--- config.mk ---
export PLATFORM = sky130hd
export DESIGN_NAME = fci_cell
export DESIGN_NICKNAME = d
export VERILOG_FILES = /design/src/design/fci_pkg.sv /design/src/design/fci_cell.sv
export SDC_FILE = /design/constraint.sdc
export NUM_CORES = 1
export LEC_CHECK = 0
export ABC_AREA = 1
export BUFFER_PORTS_ARGS = -buffer_cell sky130_fd_sc_hd__buf_4
export CAP_MARGIN = 20
export CORE_UTILIZATION = 50
export DETAILED_ROUTE_END_ITERATION = 12
export PLACE_DENSITY = 0.72
export RECOVER_POWER = 50
export SYNTH_ARGS = -nofsm -noshare
export SYNTH_HDL_FRONTEND = slang
export SYNTH_SLANG_ARGS = --single-unit
--- constraint.sdc ---
create_clock -name clk -period 9.25 [get_ports clk]
set_clock_uncertainty 0.15 [all_clocks]
set_input_delay 1.85 -clock clk [delete_from_list [all_inputs] [get_ports clk]]
set_output_delay 1.85 -clock clk [all_outputs]
set_load 0.05 [all_outputs]
--- src/design/fci_pkg.sv ---
// ----------------------------------------------------------------------------
// fci_pkg: shared types and constants of the int16 FIR convolution block
// Widths, the item mode code and the structs passed along the tap chain.
// ----------------------------------------------------------------------------
package fci_pkg;

  localparam int MAX_TAPS = 64;
  localparam int DATA_W   = 16;
  localparam int IDX_W    = 6;
  localparam int CNT_W    = 7;

  typedef enum logic {
    MODE_LOAD   = 1'b0,
    MODE_SAMPLE = 1'b1
  } mode_t;

  // Control broadcast to every tap in the cycle an item is accepted.
  typedef struct packed {
    logic              shift;
    logic              load;
    logic [IDX_W-1:0]  load_idx;
    logic [DATA_W-1:0] coef;
  } tap_ctl_t;

  // Accumulation wave that walks one tap per cycle unless the chain is stalled.
  typedef struct packed {
    logic              vld;
    logic [CNT_W-1:0]  cnt;
    logic [DATA_W-1:0] psum;
  } wave_t;

endpackage

--- src/design/fci_cell.sv ---
// ----------------------------------------------------------------------------
// fci_cell: one tap of the FIR chain
// Holds one coefficient and one delayed sample and adds their product to the
// partial sum that passes through it while the wave still has taps to count.
// ----------------------------------------------------------------------------
module fci_cell
  import fci_pkg::*;
(
  input  logic              clk,
  input  logic              rst_n,
  input  logic              adv,
  input  tap_ctl_t          ctl,
  input  logic [IDX_W-1:0]  cell_idx,
  input  logic [DATA_W-1:0] x_in,
  output logic [DATA_W-1:0] x_out,
  input  wave_t             wave_in,
  output wave_t             wave_out
);

  logic signed [DATA_W-1:0]   coef_r;
  logic signed [DATA_W-1:0]   x_r;
  logic signed [2*DATA_W-1:0] prod;
  wave_t                      wave_r;
  wave_t                      wave_nxt;

  always_ff @(posedge clk) begin
    if (ctl.load && (ctl.load_idx == cell_idx)) begin
      coef_r <= $signed(ctl.coef);
    end
  end

  always_ff @(posedge clk) begin
    if (!rst_n) begin
      x_r <= '0;
    end else if (ctl.shift) begin
      x_r <= $signed(x_in);
    end
  end

  assign prod = coef_r * x_r;

  always_comb begin
    wave_nxt     = wave_in;
    if (wave_in.cnt != '0) begin
      wave_nxt.cnt = wave_in.cnt - CNT_W'(1);
      if (wave_in.vld) begin
        wave_nxt.psum = wave_in.psum + prod[DATA_W-1:0];
      end
    end
  end

  always_ff @(posedge clk) begin
    if (!rst_n) begin
      wave_r <= '0;
    end else if (adv) begin
      wave_r <= wave_nxt;
    end
  end

  assign x_out    = x_r;
  assign wave_out = wave_r;

endmodule

==> flow_metrics.env <==
export IMPL_p_total_mw=1.41
export IMPL_firstDrtPassIters=5
export IMPL_antenna_found_initial=0
export IMPL_ant_nets=0
export IMPL_die_h_um=124
export IMPL_drc=0
export IMPL_yosysWarnings=0
export IMPL_via_per_inst=4.77
export IMPL_dpl_hpwl_um=13900
export IMPL_cts_buffers=5
export IMPL_io_buffers=112
export IMPL_worst_pin_slew_ps=1010
export IMPL_crit_type="input port to flip-flop"
export IMPL_antenna_cells=0
export IMPL_cts_hold_buf=0
export IMPL_ys_flop_type="dfxtp_1"
export IMPL_hold_class="flip-flop to flip-flop"
export IMPL_vdd_drop_max_mv=0.131
export IMPL_fmax_mhz=172
export IMPL_syn_inst=1023
export IMPL_r2r_slack_ps=3580
export IMPL_row_count=44
export IMPL_path_clk_slew_ps=70
export IMPL_r2r_start="x_out[2]"
export IMPL_pwr_share_comb_pct=62.9
export IMPL_grt_pass1_wl_um=28700
export IMPL_arrival_ps=5830
export IMPL_cts_tree="built"
export IMPL_final_nets=1343
export IMPL_gp_congestion=0.897
export IMPL_seq_power_share_pct=21.6
export IMPL_setup_violations=0
export IMPL_power_share_switching_pct=47.6
export IMPL_io_pins=113
export IMPL_dieArea_um2=15400
export IMPL_power_density_nw_per_um2=168
export IMPL_post_cts_buffers=0
export IMPL_clkPwrFrac_pct=15.5
export IMPL_synth_seq_cells=56
export IMPL_net_switching_power_uw=673
export IMPL_async_flop_share_pct=0
export IMPL_num_vias=6176
export IMPL_critPathLaunch="wave_in[10]"
export IMPL_critPathCaptureType="flip-flop"
export IMPL_worst_endpoint_required_ps=9270
export IMPL_fin_tns_setup_ps=0
export IMPL_p_int_uw=741
export IMPL_drt_iter0_markers=420
export IMPL_netlist_area_um2=7450
export IMPL_die_x_um=124
export IMPL_crit_fanout=4
export IMPL_coreArea_um2=14500
export IMPL_initial_core_util_pct=51.3
export IMPL_clk_path_buf_depth=2
export IMPL_fill_cells=1401
export IMPL_maxCapViolCount=0
export IMPL_clock_root_buffer="clkbuf_16"
export IMPL_slew_viol_final=0
export IMPL_slew_headroom_pct=32.6
export IMPL_synthToLayoutAreaGrowth_pct=13.1
export IMPL_synth_area_per_cell_um2=7.28
export IMPL_grt_use_total_pct=24.3
export IMPL_hp_start="wave_out[19]"
export IMPL_synth_edff_count=16
export IMPL_grt_max_degree=27
export IMPL_seq_area_frac_synth_pct=17.2
export IMPL_clock_sinks=56
export IMPL_period_needed_ps=5810
export IMPL_wire_per_inst_um=13.1
export IMPL_wirelength_um=16900
export IMPL_cellLeakagePower_nw=5.04
export IMPL_synth_fp_nets=1257
export IMPL_insertion_delay_ps=300
export IMPL_first_global_vias=6084
export IMPL_drive_above_1_share_pct=10.3
export IMPL_hold_violations=0
export IMPL_post_route_period_util_pct=62.8
export IMPL_synth_cell_types=35
export IMPL_htreeDepth=2
export IMPL_status="finished clean"
export IMPL_post_cts_resized=0
export IMPL_grt_overflow_total=0
export IMPL_holdWs_ps=315
export IMPL_grt_setup_unrepaired="false"
export IMPL_crit_path_start_kind="input port"
-- final timing paths --
path | end | cells past startpoint
hold / removal | wave_out[19] | 2
setup reg to reg | wave_out[15] | 22
hold reg to reg | wave_out[19] | 2
setup / recovery | wave_out[13] | 21
-- kinds of logic after synthesis --
| family | synth area share (%) |
|---|---|
| adder cells (fa/ha/maj) | 36.4 |
| AND/OR/NAND/NOR | 18.4 |
| AO/OA/AOI/OAI | 6.35 |
| XOR/XNOR | 2.82 |
| flip-flops | 17.2 |
| buffers and inverters | 18.8 |
-- state kept, by name (all words and copies together), names as in the netlist --
name / flops
coef_r: 16
wave_out: 24
x_out: 16
-- worst max-delay path: stages --
cell and delay, ps:
buf_4 120, ha_1 260, inv_1 50, fa_1 510
inv_1 50, fa_1 480, fa_1 540, inv_1 50
fa_1 480, inv_1 50, ha_1 310, a21oi_1 170
o21a_1 180, inv_2 30, a21oi_1 100, inv_1 80
a21oi_1 150, or2_0 120, nand3_1 70, o211ai_1 90
a21oi_1 80
-- power by group through the flow --
stage	Combinational (mW)	Clock [mW]	Sequential (mW)
final	0.890	0.219	0.305
after global routing	1.03	0.235	0.309
after CTS	0.915	0.225	0.305
after detailed placement	0.911	0	0.310
after global placement	0.894	0	0.310
after floorplan	0.622	0	0.370
-- layout make-up --
class / instances / area, um^2 / share of cell area (%)
Clock buffer: 5 / 125 / 1.49
Clock inverter: 3 / 45.0 / 0.535
Timing Repair Buffer: 113 / 754 / 8.96
Tap cell: 184 / 230 / 2.73
Sequential cell: 56 / 1280 / 15.2
Multi-Input combinational cell: 610 / 4780 / 56.7
Inverter: 323 / 1210 / 14.4
-- Yosys cell counts (5+ instances only) --
master,n,area (um^2)
a21oi_1,35,175
inv_1,314,1180
nand3_1,31,155
edfxtp_1,16,480
xor2_1,14,123
nand2_1,240,901
dfxtp_1,40,801
ha_1,68,851
o21ai_0,30,150
nor2_1,48,180
inv_2,6,22.5
o211ai_1,10,75.1
clkbuf_1,21,78.8
xnor2_1,10,87.6
nand2_2,6,37.5
fa_1,93,1860
buf_4,5,37.5
-- cell usage in the layout (no fill, tap or decap), types with 3 or more instances in the layout --
master / instances
clkbuf_4: 16
o21ai_1: 4
nand2_2: 6
xnor2_1: 10
inv_2: 6
nand2_1: 240
xor2_1: 14
clkinv_1: 3
clkbuf_1: 25
o21ai_0: 30
ha_1: 68
o211ai_1: 10
nor2_1: 48
nand3_1: 31
edfxtp_1: 16
dfxtp_1: 40
inv_1: 314
fa_1: 93
buf_4: 72
a21oi_1: 35
clkbuf_16: 5
nor3_1: 3
-- stage by stage --
stage / worst slack, ps / cell area (um^2) / instances / util, %
3_5_place_dp: 3100 / 8350 / 1286 / 57.4
2_1_floorplan: 3460 / 7450 / 1023 / -
5_1_grt: 3210 / 8420 / 1294 / 58.0
3_3_place_gp: 3190 / 8350 / 1286 / 57.4
4_1_cts: 3440 / 8520 / 1294 / 58.6
6_report: 3440 / 8420 / 1294 / 58.0
-- layer usage --
metal  wire length, um  GRT usage (%)  vias up
met2              7850           38.6      176
met3              1050           3.30       21
met1              7660           34.2     2858
met5                 0              0        -
met4               372           7.22        0
li1                  -              -     3121
Power figures use the tool's default switching activity.
